===== src/rtl/core/css_pkg.sv =====
// Types and constants shared by the comment and space stripper modules.
package css_pkg;

  typedef enum logic [2:0] {
    ST_NORMAL = 3'd0,
    ST_SLASH  = 3'd1,
    ST_STRING = 3'd2,
    ST_LINE   = 3'd3,
    ST_BLOCK  = 3'd4,
    ST_BSTAR  = 3'd5
  } scan_state_t;

  localparam logic [7:0] CH_QUOTE = 8'h22;
  localparam logic [7:0] CH_SLASH = 8'h2F;
  localparam logic [7:0] CH_STAR  = 8'h2A;
  localparam logic [7:0] CH_NL    = 8'h0A;
  localparam logic [7:0] CH_SPACE = 8'h20;

  localparam int QUEUE_DEPTH = 4;

  // Work left by one input byte: up to two kept bytes and the end-of-stream mark.
  typedef struct packed {
    logic       last;
    logic [7:0] byte1;
    logic [7:0] byte0;
    logic [1:0] cnt;
  } action_t;

endpackage


===== src/rtl/core/css_front.sv =====
// Front end: accepts text bytes, runs the comment scanner and queues the kept bytes.
module css_front (
  input  logic               clk,
  input  logic               rst,
  input  logic               cfg_valid,
  output logic               cfg_ready,
  input  logic               cfg_data,
  input  logic               s_axis_tvalid,
  output logic               s_axis_tready,
  input  logic [7:0]         s_axis_tdata,
  input  logic               s_axis_tlast,
  input  logic               q_full,
  output logic               push,
  output css_pkg::action_t   push_data
);

  css_pkg::scan_state_t state, state_next;
  logic                 strip;
  logic                 accept;
  logic                 pre_slash, main_v, tail_slash;
  logic                 is_ws;
  logic [1:0]           cnt;

  assign cfg_ready     = 1'b1;
  assign s_axis_tready = !q_full;
  assign accept        = s_axis_tvalid && s_axis_tready;
  assign is_ws = (s_axis_tdata == css_pkg::CH_SPACE) || (s_axis_tdata == css_pkg::CH_NL);

  always_ff @(posedge clk) begin
    if (rst) begin
      strip <= 1'b1;
    end else if (cfg_valid && cfg_ready) begin
      strip <= cfg_data;
    end
  end

  always_ff @(posedge clk) begin
    if (rst) begin
      state <= css_pkg::ST_NORMAL;
    end else if (accept) begin
      state <= state_next;
    end
  end

  always_comb begin
    pre_slash  = 1'b0;
    main_v     = 1'b0;
    tail_slash = 1'b0;
    state_next = state;
    unique case (state)
      css_pkg::ST_SLASH: begin
        if (s_axis_tdata == css_pkg::CH_SLASH) begin
          state_next = css_pkg::ST_LINE;
        end else if (s_axis_tdata == css_pkg::CH_STAR) begin
          state_next = css_pkg::ST_BLOCK;
        end else begin
          // The lone slash is kept, then the byte is scanned as normal text.
          pre_slash = 1'b1;
          if (s_axis_tdata == css_pkg::CH_QUOTE) begin
            main_v     = 1'b1;
            state_next = css_pkg::ST_STRING;
          end else begin
            main_v     = !(strip && is_ws);
            state_next = css_pkg::ST_NORMAL;
          end
        end
      end
      css_pkg::ST_STRING: begin
        main_v = 1'b1;
        if (s_axis_tdata == css_pkg::CH_QUOTE) begin
          state_next = css_pkg::ST_NORMAL;
        end
      end
      css_pkg::ST_LINE: begin
        if (s_axis_tdata == css_pkg::CH_NL) begin
          main_v     = !strip;
          state_next = css_pkg::ST_NORMAL;
        end
      end
      css_pkg::ST_BLOCK: begin
        if (s_axis_tdata == css_pkg::CH_STAR) begin
          state_next = css_pkg::ST_BSTAR;
        end
      end
      css_pkg::ST_BSTAR: begin
        if (s_axis_tdata == css_pkg::CH_SLASH) begin
          state_next = css_pkg::ST_NORMAL;
        end else if (s_axis_tdata != css_pkg::CH_STAR) begin
          state_next = css_pkg::ST_BLOCK;
        end
      end
      default: begin
        if (s_axis_tdata == css_pkg::CH_QUOTE) begin
          main_v     = 1'b1;
          state_next = css_pkg::ST_STRING;
        end else if (s_axis_tdata == css_pkg::CH_SLASH) begin
          state_next = css_pkg::ST_SLASH;
        end else begin
          main_v     = !(strip && is_ws);
          state_next = css_pkg::ST_NORMAL;
        end
      end
    endcase
    if (s_axis_tlast) begin
      tail_slash = (state_next == css_pkg::ST_SLASH);
      state_next = css_pkg::ST_NORMAL;
    end
  end

  // At most two of the three sources are set, and a trailing slash never joins the byte itself.
  assign cnt = 2'({1'b0, pre_slash} + {1'b0, main_v} + {1'b0, tail_slash});

  always_comb begin
    push_data.cnt   = cnt;
    push_data.last  = s_axis_tlast;
    push_data.byte0 = pre_slash ? css_pkg::CH_SLASH
                    : (main_v ? s_axis_tdata : css_pkg::CH_SLASH);
    push_data.byte1 = main_v ? s_axis_tdata : css_pkg::CH_SLASH;
  end

  assign push = accept && ((cnt != 2'd0) || s_axis_tlast);

endmodule


===== src/rtl/core/css_queue.sv =====
// Short queue of scanner actions between the front and back ends.
module css_queue #(
  parameter int Depth = css_pkg::QUEUE_DEPTH
) (
  input  logic             clk,
  input  logic             rst,
  input  logic             push,
  input  css_pkg::action_t push_data,
  output logic             full,
  input  logic             pop,
  output logic             q_valid,
  output css_pkg::action_t q_data
);

  localparam int AW = (Depth > 1) ? $clog2(Depth) : 1;
  localparam int CW = $clog2(Depth + 1);

  css_pkg::action_t mem [Depth];
  logic [AW-1:0]    wr_ptr, rd_ptr;
  logic [CW-1:0]    count;
  logic             do_push, do_pop;

  assign full    = (count == CW'(Depth));
  assign q_valid = (count != '0);
  assign q_data  = mem[rd_ptr];
  assign do_push = push && !full;
  assign do_pop  = pop && q_valid;

  always_ff @(posedge clk) begin
    if (do_push) begin
      mem[wr_ptr] <= push_data;
    end
  end

  always_ff @(posedge clk) begin
    if (rst) begin
      wr_ptr <= '0;
      rd_ptr <= '0;
      count  <= '0;
    end else begin
      if (do_push) begin
        wr_ptr <= (wr_ptr == AW'(Depth - 1)) ? '0 : wr_ptr + 1'b1;
      end
      if (do_pop) begin
        rd_ptr <= (rd_ptr == AW'(Depth - 1)) ? '0 : rd_ptr + 1'b1;
      end
      case ({do_push, do_pop})
        2'b10:   count <= count + 1'b1;
        2'b01:   count <= count - 1'b1;
        default: count <= count;
      endcase
    end
  end

endmodule


===== src/rtl/core/css_back.sv =====
// Back end: turns queued actions into output words, one word per cycle while the receiver takes them.
module css_back (
  input  logic             clk,
  input  logic             rst,
  input  logic             q_valid,
  input  css_pkg::action_t q_data,
  output logic             pop,
  output logic             m_axis_tvalid,
  input  logic             m_axis_tready,
  output logic [7:0]       m_axis_tdata,
  output logic [1:0]       m_axis_tuser,
  output logic             m_axis_tlast
);

  logic half;
  logic load;
  logic two_first;

  assign load      = !m_axis_tvalid || m_axis_tready;
  assign two_first = (q_data.cnt == 2'd2) && !half;
  assign pop       = load && q_valid && !two_first;

  always_ff @(posedge clk) begin
    if (rst) begin
      m_axis_tvalid <= 1'b0;
      half          <= 1'b0;
    end else if (load) begin
      m_axis_tvalid <= q_valid;
      if (q_valid) begin
        half <= two_first;
      end
    end
  end

  // tuser[0] is has_byte, tuser[1] is run_end.
  always_ff @(posedge clk) begin
    if (load && q_valid) begin
      case (q_data.cnt)
        2'd0: begin
          m_axis_tdata <= '0;
          m_axis_tuser <= 2'b10;
          m_axis_tlast <= 1'b1;
        end
        2'd2: begin
          m_axis_tdata <= half ? q_data.byte1 : q_data.byte0;
          m_axis_tuser <= {half, 1'b1};
          m_axis_tlast <= half && q_data.last;
        end
        default: begin
          m_axis_tdata <= q_data.byte0;
          m_axis_tuser <= 2'b11;
          m_axis_tlast <= q_data.last;
        end
      endcase
    end
  end

endmodule


===== src/rtl/core/comment_and_space_stripper.sv =====
// Top level of the C comment and whitespace stripper.
// The block takes one text byte per cycle while the action queue has room, drops
// line and block comments, passes string literals untouched and deletes spaces
// and newlines outside strings when strip_whitespace is set. A byte passes
// through the scanner in the cycle it is accepted, and its first kept byte is
// written into the action queue and then into the output register. The output
// gives one word per cycle while the receiver takes it; a byte that keeps two
// bytes (a lone slash with the byte that follows it) needs two output words,
// while a slash flushed at stream end always travels alone in one word. The
// sustained rate is one byte per cycle except at such pairs or receiver stalls,
// which the queue (QueueDepth entries) absorbs before the input is held off.
module comment_and_space_stripper #(
  parameter int QueueDepth = css_pkg::QUEUE_DEPTH
) (
  input  logic       clk,
  input  logic       rst,
  input  logic       cfg_valid,
  output logic       cfg_ready,
  input  logic       cfg_data,       // strip_whitespace
  input  logic       s_axis_tvalid,
  output logic       s_axis_tready,
  input  logic [7:0] s_axis_tdata,   // in_byte
  input  logic       s_axis_tlast,   // in_last
  output logic       m_axis_tvalid,
  input  logic       m_axis_tready,
  output logic [7:0] m_axis_tdata,   // out_byte
  output logic [1:0] m_axis_tuser,   // [0] has_byte, [1] run_end
  output logic       m_axis_tlast    // stream_end
);

  logic             push, q_full, pop, q_valid;
  css_pkg::action_t push_data, q_data;

  css_front u_front (
    .clk           (clk),
    .rst           (rst),
    .cfg_valid     (cfg_valid),
    .cfg_ready     (cfg_ready),
    .cfg_data      (cfg_data),
    .s_axis_tvalid (s_axis_tvalid),
    .s_axis_tready (s_axis_tready),
    .s_axis_tdata  (s_axis_tdata),
    .s_axis_tlast  (s_axis_tlast),
    .q_full        (q_full),
    .push          (push),
    .push_data     (push_data)
  );

  css_queue #(
    .Depth (QueueDepth)
  ) u_queue (
    .clk       (clk),
    .rst       (rst),
    .push      (push),
    .push_data (push_data),
    .full      (q_full),
    .pop       (pop),
    .q_valid   (q_valid),
    .q_data    (q_data)
  );

  css_back u_back (
    .clk           (clk),
    .rst           (rst),
    .q_valid       (q_valid),
    .q_data        (q_data),
    .pop           (pop),
    .m_axis_tvalid (m_axis_tvalid),
    .m_axis_tready (m_axis_tready),
    .m_axis_tdata  (m_axis_tdata),
    .m_axis_tuser  (m_axis_tuser),
    .m_axis_tlast  (m_axis_tlast)
  );

endmodule


===== config.mk =====
export PLATFORM = sky130hd
export DESIGN_NAME = comment_and_space_stripper
export DESIGN_NICKNAME = d
export VERILOG_FILES = /design/src/rtl/core/css_pkg.sv /design/src/rtl/core/css_front.sv /design/src/rtl/core/css_queue.sv /design/src/rtl/core/css_back.sv /design/src/rtl/core/comment_and_space_stripper.sv
export SDC_FILE = /design/constraint.sdc
export NUM_CORES = 1
export LEC_CHECK = 0
export ABC_CLOCK_PERIOD_IN_PS = 12470
export BUFFER_PORTS_ARGS = -buffer_cell sky130_fd_sc_hd__buf_4
export CAP_MARGIN = 30
export CORE_ASPECT_RATIO = 1.25
export CORE_MARGIN = 1
export CORE_UTILIZATION = 45
export CTS_CLUSTER_SIZE = 30
export DETAILED_ROUTE_END_ITERATION = 7
export PLACE_DENSITY = 0.66
export REMOVE_ABC_BUFFERS = 1
export SYNTH_ARGS = -nofsm -noshare
export SYNTH_HDL_FRONTEND = slang
export SYNTH_SLANG_ARGS = --single-unit

===== constraint.sdc =====
create_clock -name clk -period 12.47 [get_ports clk]
set_input_delay 1.247 -clock clk [delete_from_list [all_inputs] [get_ports clk]]
set_output_delay 1.247 -clock clk [all_outputs]
set_load 0.02 [all_outputs]

==> results of run 1 <==
## flip-flops by register name (all words and copies together) (netlist names), named ones only
register / count
u_queue.mem: 76
u_front.strip: 1
u_back.m_axis_tvalid: 1
u_back.m_axis_tlast: 1
u_queue.count: 3
u_back.m_axis_tdata: 8
u_back.half: 1
u_queue.wr_ptr: 2
u_queue.rd_ptr: 2
u_back.m_axis_tuser: 2
u_front.state: 3
## cell families (layout without fill, tap and decap cells)
| kind of cell | after synthesis | count (layout) | share of synthesized area [%] |
|---|---|---|---|
| xor+xnor | 2 | 2 | 0.396 |
| other cells | 1 | 1 | 0.0848 |
| buf+inv | 42 | 81 | 3.79 |
| flops | 102 | 102 | 65.8 |
| mux | 26 | 26 | 11.6 |
| compound gates | 35 | 35 | 5.37 |
| simple gates | 83 | 83 | 10.4 |
| fa+ha+maj | 8 | 8 | 2.60 |
## tightest hold or removal path, cell delays in order, from the launching register on
cell and delay, ns:
dfxtp_1 0.32, nand2_1 0.06, a21oi_1 0.05
## final cells by class
cell class / instances / area, µm²
fillers: 785 / 4450
flip-flops and latches: 102 / 2910
multi-input cells: 155 / 1340
repair buffers: 34 / 318
clock buffers: 11 / 233
well taps: 126 / 158
inverters: 31 / 116
clock inverters: 5 / 26.3
## report_power, final
part	leakage, nW	switching [mW]	total (mW)	internal (mW)
sequential	0.916	0.0202	0.454	0.433
combinational	0.783	0.147	0.277	0.130
clock	0.127	0.114	0.247	0.134
## how the worst min path moves through the flow
stage                                            startpoint                           endpoint  depth (start not counted)
final                     u_back.m_axis_tvalid$_SDFFE_PP0N_  u_back.m_axis_tvalid$_SDFFE_PP0N_                          2
after global routing      u_back.m_axis_tvalid$_SDFFE_PP0N_  u_back.m_axis_tvalid$_SDFFE_PP0N_                          2
after CTS                 u_back.m_axis_tvalid$_SDFFE_PP0N_  u_back.m_axis_tvalid$_SDFFE_PP0N_                          2
after detailed placement  u_back.m_axis_tvalid$_SDFFE_PP0N_  u_back.m_axis_tvalid$_SDFFE_PP0N_                          2
after global placement    u_back.m_axis_tvalid$_SDFFE_PP0N_  u_back.m_axis_tvalid$_SDFFE_PP0N_                          2
after floorplan               u_queue.count[2]$_SDFFE_PP0P_      u_queue.count[2]$_SDFFE_PP0P_                          2
## stage by stage
step	utilization, %	area [µm²]	std cells	hold slack, ns	total power [mW]
floorplan	-	4370	288	0.461	0.646
global placement	49.7	4750	443	0.453	0.727
detailed placement	50.7	4850	448	0.463	0.745
CTS	53.4	5110	464	0.471	0.991
global route	53.4	5110	464	0.487	1.03
finish	53.4	5110	464	0.467	0.978
## per-layer routing
layer	up-vias	global-route usage, %	wire length [µm]
li1	1181	-	-
met1	1261	20.5	3300
met2	44	28.8	4130
met3	12	3.36	269
met4	0	7.96	131
met5	-	0	0
## layout by cell type, fill, tap and decap left out, types with 2 or more instances in the layout
| cell type | synthesis | final |
|---|---|---|
| edfxtp_1 | 87 | 87 |
| inv_1 | 31 | 31 |
| buf_4 | 2 | 29 |
| nor2_1 | 22 | 22 |
| mux4_2 | 20 | 20 |
| dfxtp_1 | 15 | 15 |
| a21oi_1 | 11 | 11 |
| nand2_1 | 11 | 11 |
| clkbuf_16 | 0 | 9 |
| o22ai_1 | 8 | 8 |
| nand2b_1 | 7 | 7 |
| or3_1 | 6 | 6 |
| ha_1 | 6 | 6 |
| nor3_1 | 5 | 5 |
| and2_1 | 5 | 5 |
| nor2b_1 | 5 | 5 |
| or2_1 | 5 | 5 |
| mux2i_1 | 5 | 5 |
| nand3_1 | 4 | 4 |
| o21ai_0 | 3 | 3 |
| clkinv_2 | 0 | 3 |
| buf_8 | 0 | 3 |
| and3_1 | 2 | 2 |
| nor3b_1 | 2 | 2 |
| xor2_1 | 2 | 2 |
| fa_1 | 2 | 2 |
| clkbuf_1 | 7 | 2 |
| buf_16 | 0 | 2 |
==> flow_metrics.tcl, run 1 <==
set metrics [dict create \
    async_flop_share_pct 0 \
    ir_worst_vdd_v 0.000105 \
    clock.fmax_ghz 0.201 \
    detail_route.wl_per_cell_um 16.9 \
    synth_edf_count 87 \
    crit_chain "buf_4 > nor4b_4 > nand4b_1 > mux2_2 > a211oi_2 > o2111ai_1 > fa_1 > inv_1 > o311a_1 > inv_1 > ha_1 > inv_1 > fa_1 > xor2_1 > or3_1 > a21oi_1" \
    synth-warning-count 0 \
    clk_latency_ns 0.34 \
    htree_levels 3 \
    fin_setup_tns_ns 0 \
    grt_pass1_vias 2533 \
    ys_ff_latch 102 \
    syn_avg_cell_area_um2 14.8 \
    drv_cap 0 \
    fp-row-count 40 \
    vias 2498 \
    reg2reg_to "u_queue.count[2]$_SDFFE_PP0P_" \
    crit_path_end_kind "flop" \
    grt_max_degree 21 \
    cpMaxStageDelayCell "fa_1" \
    synth.area.top_cells "edfxtp_1 59%, mux4_2 10%, dfxtp_1 6.8%" \
    diodes 0 \
    crit_start "s_axis_tdata[7]" \
    synthCells 299 \
    setup-violations-final 0 \
    cp_slowest_stage_delay_ns 0.57 \
    r2r_slack_ns 8.65 \
    critical_path_arrival_ns 5.24 \
    powerDensity_nw_per_um2 191 \
    synthTopCellsByCount "87 x edfxtp_1, 31 x inv_1, 22 x nor2_1" \
    core_um2 9560 \
    drt_iter0_drc 115 \
    r2r_cells 14 \
    hold_class "reg2reg" \
    drive_gt1_share_pct 21.9 \
    worstMarginPinSlew_ns 0.747 \
    fin_ws_ns 7.50 \
    synthesis.area_um2 4420 \
    drc 0 \
    clk_pin_slew_worst_paths_ns 0.06 \
    fp.dieW_um 90.7 \
    rsz0062_at_grt "false" \
    io_buffers 27 \
    cts_resized 0 \
    start_kind "input pin" \
    gr-total-overflow 0 \
    synth.most_common_cell "edfxtp_1" \
    initial_utilization_pct 46.3 \
    cp_num_cells 16 \
    hpwl_um 5360 \
    io_pins 29 \
    cts_root_buffer "clkbuf_16" \
    cts.sinks 102 \
    antenna_found_initial 0 \
    synth_ff_type "edfxtp_1" \
    pre_cts_ws_ns 7.16 \
    ys_types 49 \
    grt_first_pass_wirelength_um 12800 \
    slew_headroom_pct 50.0 \
    hold_viol 0 \
    gp_congestion 0.855 \
    area_growth_pct 15.4 \
    clockBufferDepth 2 \
    critPathBufInv 4 \
    ant_nets 0 \
    clock_skew_ns 0.00531 \
    crit_family "adder cells" \
    first_pass_iters 4 \
    finalNetCount 356 \
    cp-endpoint "u_queue.count[2]$_SDFFE_PP0P_" \
    maxSlewViolCount 0 \
    die_h_um 113 \
    synth_top_area_cell "edfxtp_1" \
    cts_tree "yes" \
    fin_crit_ns 4.97 \
    cpMostUsedCell "inv_1" \
    critPathRequiredTime_ns 12.74 \
    avgViaCountPerCell 5.38 \
    ys_seq_area_share_pct 65.8 \
    dieArea_um2 10200 \
    path_class "in2reg" \
    finalWirelength_um 7820 \
    hold_buffers 0 \
    postCtsSetupBuffers 0 \
    p_leak_nw 1.83 \
    grt.total_usage_pct 16.8 \
    yosys.area.top_type_share_pct 59.0 \
    cts_buffers 9 \
    min_period_over_period_pct 39.9 \
    rr_startpoint "u_front.strip$_SDFFE_PP1P_" \
    crit_fanout 10 \
    status "finished, final reports clean" \
]
No activity file was read; power rests on OpenSTA's default activity.
==> run 2: changes to the inputs <==
- ABC_CLOCK_PERIOD_IN_PS: 12470 -> 4500
- PLACE_DENSITY: 0.66 -> 0.69
- clock period: 12.47 -> 4.5 ns (I/O delays scaled with it)
==> run 2 against run 1 <==
  * Sequential cell count unchanged
  * Largest cell class unchanged
  * Cell count grew 0.86%
  * Largest power group unchanged
  * Non-clock buffer count grew 4
  * Die area stayed put
  * Via count up 2.2%
  * Register-to-register slack got worse by 7.9 ns
  * Utilization increased by 0.73 points
  * Setup slack worse by 6.9 ns
  * Critical endpoint unchanged
==> flow_metrics.tcl, run 2 (synthesis gave the netlist of run 1 again) <==
set metrics [dict create \
    clock_skew_ns 0.00515 \
    grt_first_pass_wirelength_um 13900 \
    gp_congestion 0.856 \
    drt_iter0_drc 269 \
    layout_commonest_cell "edfxtp_1" \
    ir_worst_vdd_v 0.000233 \
    postCtsSetupBuffers 0 \
    min-delay-start "cfg_data" \
    cts_buffers 9 \
    p_sw_mw 0.813 \
    cts_tree "yes" \
    fin_crit_ns 3.92 \
    hpwl_um 5900 \
    gr-total-overflow 0 \
    crit_start "s_axis_tdata[7]" \
    slew_headroom_pct 43.6 \
    finalWirelength_um 8480 \
    clockBufferDepth 2 \
    cpMaxStageDelayCell "fa_1" \
    initial_utilization_pct 46.3 \
    seqPwrFrac_pct 44.2 \
    antenna_found_initial 0 \
    fp-row-count 40 \
    crit_fanout 5 \
    final_cell_mix "87 x edfxtp_1, 34 x buf_4, 31 x inv_1, 22 x nor2_1, 20 x mux4_2" \
    top_register "u_queue.mem" \
    whs_ns 0.306 \
    clk_pin_slew_worst_paths_ns 0.06 \
    grt_max_degree 21 \
    io_pins 29 \
    core_um2 9560 \
    start_kind "input pin" \
    powerDensity_nw_per_um2 554 \
    detail_route.wl_per_cell_um 18.1 \
    fin_cells 468 \
    clockPowerShare_pct 29.3 \
    crit_chain "buf_4 > nor4b_4 > nand4b_1 > mux2_2 > a211oi_2 > o2111ai_1 > fa_1 > inv_1 > o311a_1 > inv_1 > ha_1 > inv_1 > fa_1 > xor2_1 > or3_1 > a21oi_1" \
    first_pass_iters 4 \
    finalNetCount 360 \
    status "finished, final reports clean" \
    cts_root_buffer "clkbuf_16" \
    drc 0 \
    p_leak_nw 1.86 \
    post-route-util_pct 54.2 \
    diodes 0 \
    clock.fmax_ghz 0.255 \
    rr_startpoint "u_front.state[1]$_SDFFE_PP0P_" \
    critPathRequiredTime_ns 4.77 \
    fp.dieW_um 90.7 \
    setup-violations-final 0 \
    area_growth_pct 17.0 \
    grt.total_usage_pct 18.4 \
    clk_latency_ns 0.34 \
    avgViaCountPerCell 5.46 \
    dieArea_um2 10200 \
    n_fill_cell 763 \
    fin_setup_tns_ns 0 \
    swShare_pct 28.3 \
    cp_slowest_stage_delay_ns 0.57 \
    vias 2554 \
    comb_power_share_pct 26.5 \
    p_int_mw 2.06 \
    crit_path_end_kind "flop" \
    htree_levels 3 \
    critical_path_arrival_ns 4.19 \
    cts_resized 0 \
    ant_nets 0 \
    maxSlewViolCount 0 \
    hold_viol 0 \
    io_buffers 27 \
    rsz0062_at_grt "false" \
    drive_gt1_share_pct 23.7 \
    drv_cap 0 \
    hold_class "in2reg" \
    top_regs "u_queue.mem x76, u_back.m_axis_tdata x8" \
    min_period_over_period_pct 87.1 \
    worstMarginPinSlew_ns 0.842 \
    path_class "in2reg" \
    placed_cells 452 \
    largest_reg_flops 76 \
    hold_buffers 0 \
    cpMostUsedCell "inv_1" \
    cts.sinks 102 \
    die_h_um 113 \
    power.total_mw 2.87 \
    grt_pass1_vias 2600 \
]
run 2: cell types whose count changed in the layout (fill, tap and decap cells not counted):
cell,before,now
buf_4,29,34
clkinv_2,3,0
buf_16,2,0
bufinv_16,0,2
clkbuf_1,2,0
buf_8,3,4
clkbuf_8,0,1
clkinv_1,1,0
clkinv_4,0,1
clkinvlp_4,1,2
inv_6,0,1
run 2: final timing paths:
path                                                          end  slack [ns]  cells past startpoint
worst max-delay path                u_queue.count[2]$_SDFFE_PP0P_        0.58                     16
worst min-delay path                   u_front.strip$_SDFFE_PP1P_        0.31                      2
worst max register to register      u_queue.count[2]$_SDFFE_PP0P_        0.74                     14
worst min register to register  u_back.m_axis_tvalid$_SDFFE_PP0N_        0.48                      2
run 2: cell type report:
| cell class | instances | area (µm²) | share of cell area (%) |
|---|---|---|---|
| multi-input combinational | 155 | 1340 | 26.0 |
| timing repair buffer | 38 | 315 | 6.09 |
| sequential | 102 | 2910 | 56.3 |
| inverter | 31 | 116 | 2.25 |
| clock buffer | 10 | 239 | 4.62 |
| clock inverter | 6 | 92.6 | 1.79 |
| tap | 126 | 158 | 3.04 |
run 2: layer usage:
layer / part of all wire [%] / up-vias / track usage [%]
met2: 52 / 64 / 30.4
met4: 2.1 / 0 / 9.03
li1: - / 1193 / -
met1: 42 / 1284 / 23.8
met3: 3.4 / 13 / 3.02
met5: 0 / - / 0
run 2: metrics by stage:
stage	instance area, µm²	worst slack, ns
floorplan	4370	0.461
finish	5180	0.582
CTS	5180	0.591
global route	5180	0.282
global placement	4790	0.411
detailed placement	4850	0.239
run 2: worst max-delay path, delay by kind of cell:
kind / cells / cell delay, ns
compound gates: 4 / 0.95
xor+xnor: 1 / 0.16
simple gates: 3 / 0.84
buf+inv: 4 / 0.36
fa+ha+maj: 3 / 1.13
mux: 1 / 0.31
run 2: power by group through the flow:
stage / logic [mW] / registers, mW / clock network (mW)
global route: 0.837 / 1.29 / 0.890
CTS: 0.774 / 1.27 / 0.857
finish: 0.761 / 1.27 / 0.840
detailed placement: 0.772 / 1.29 / 0
global placement: 0.740 / 1.29 / 0
floorplan: 0.413 / 1.38 / 0
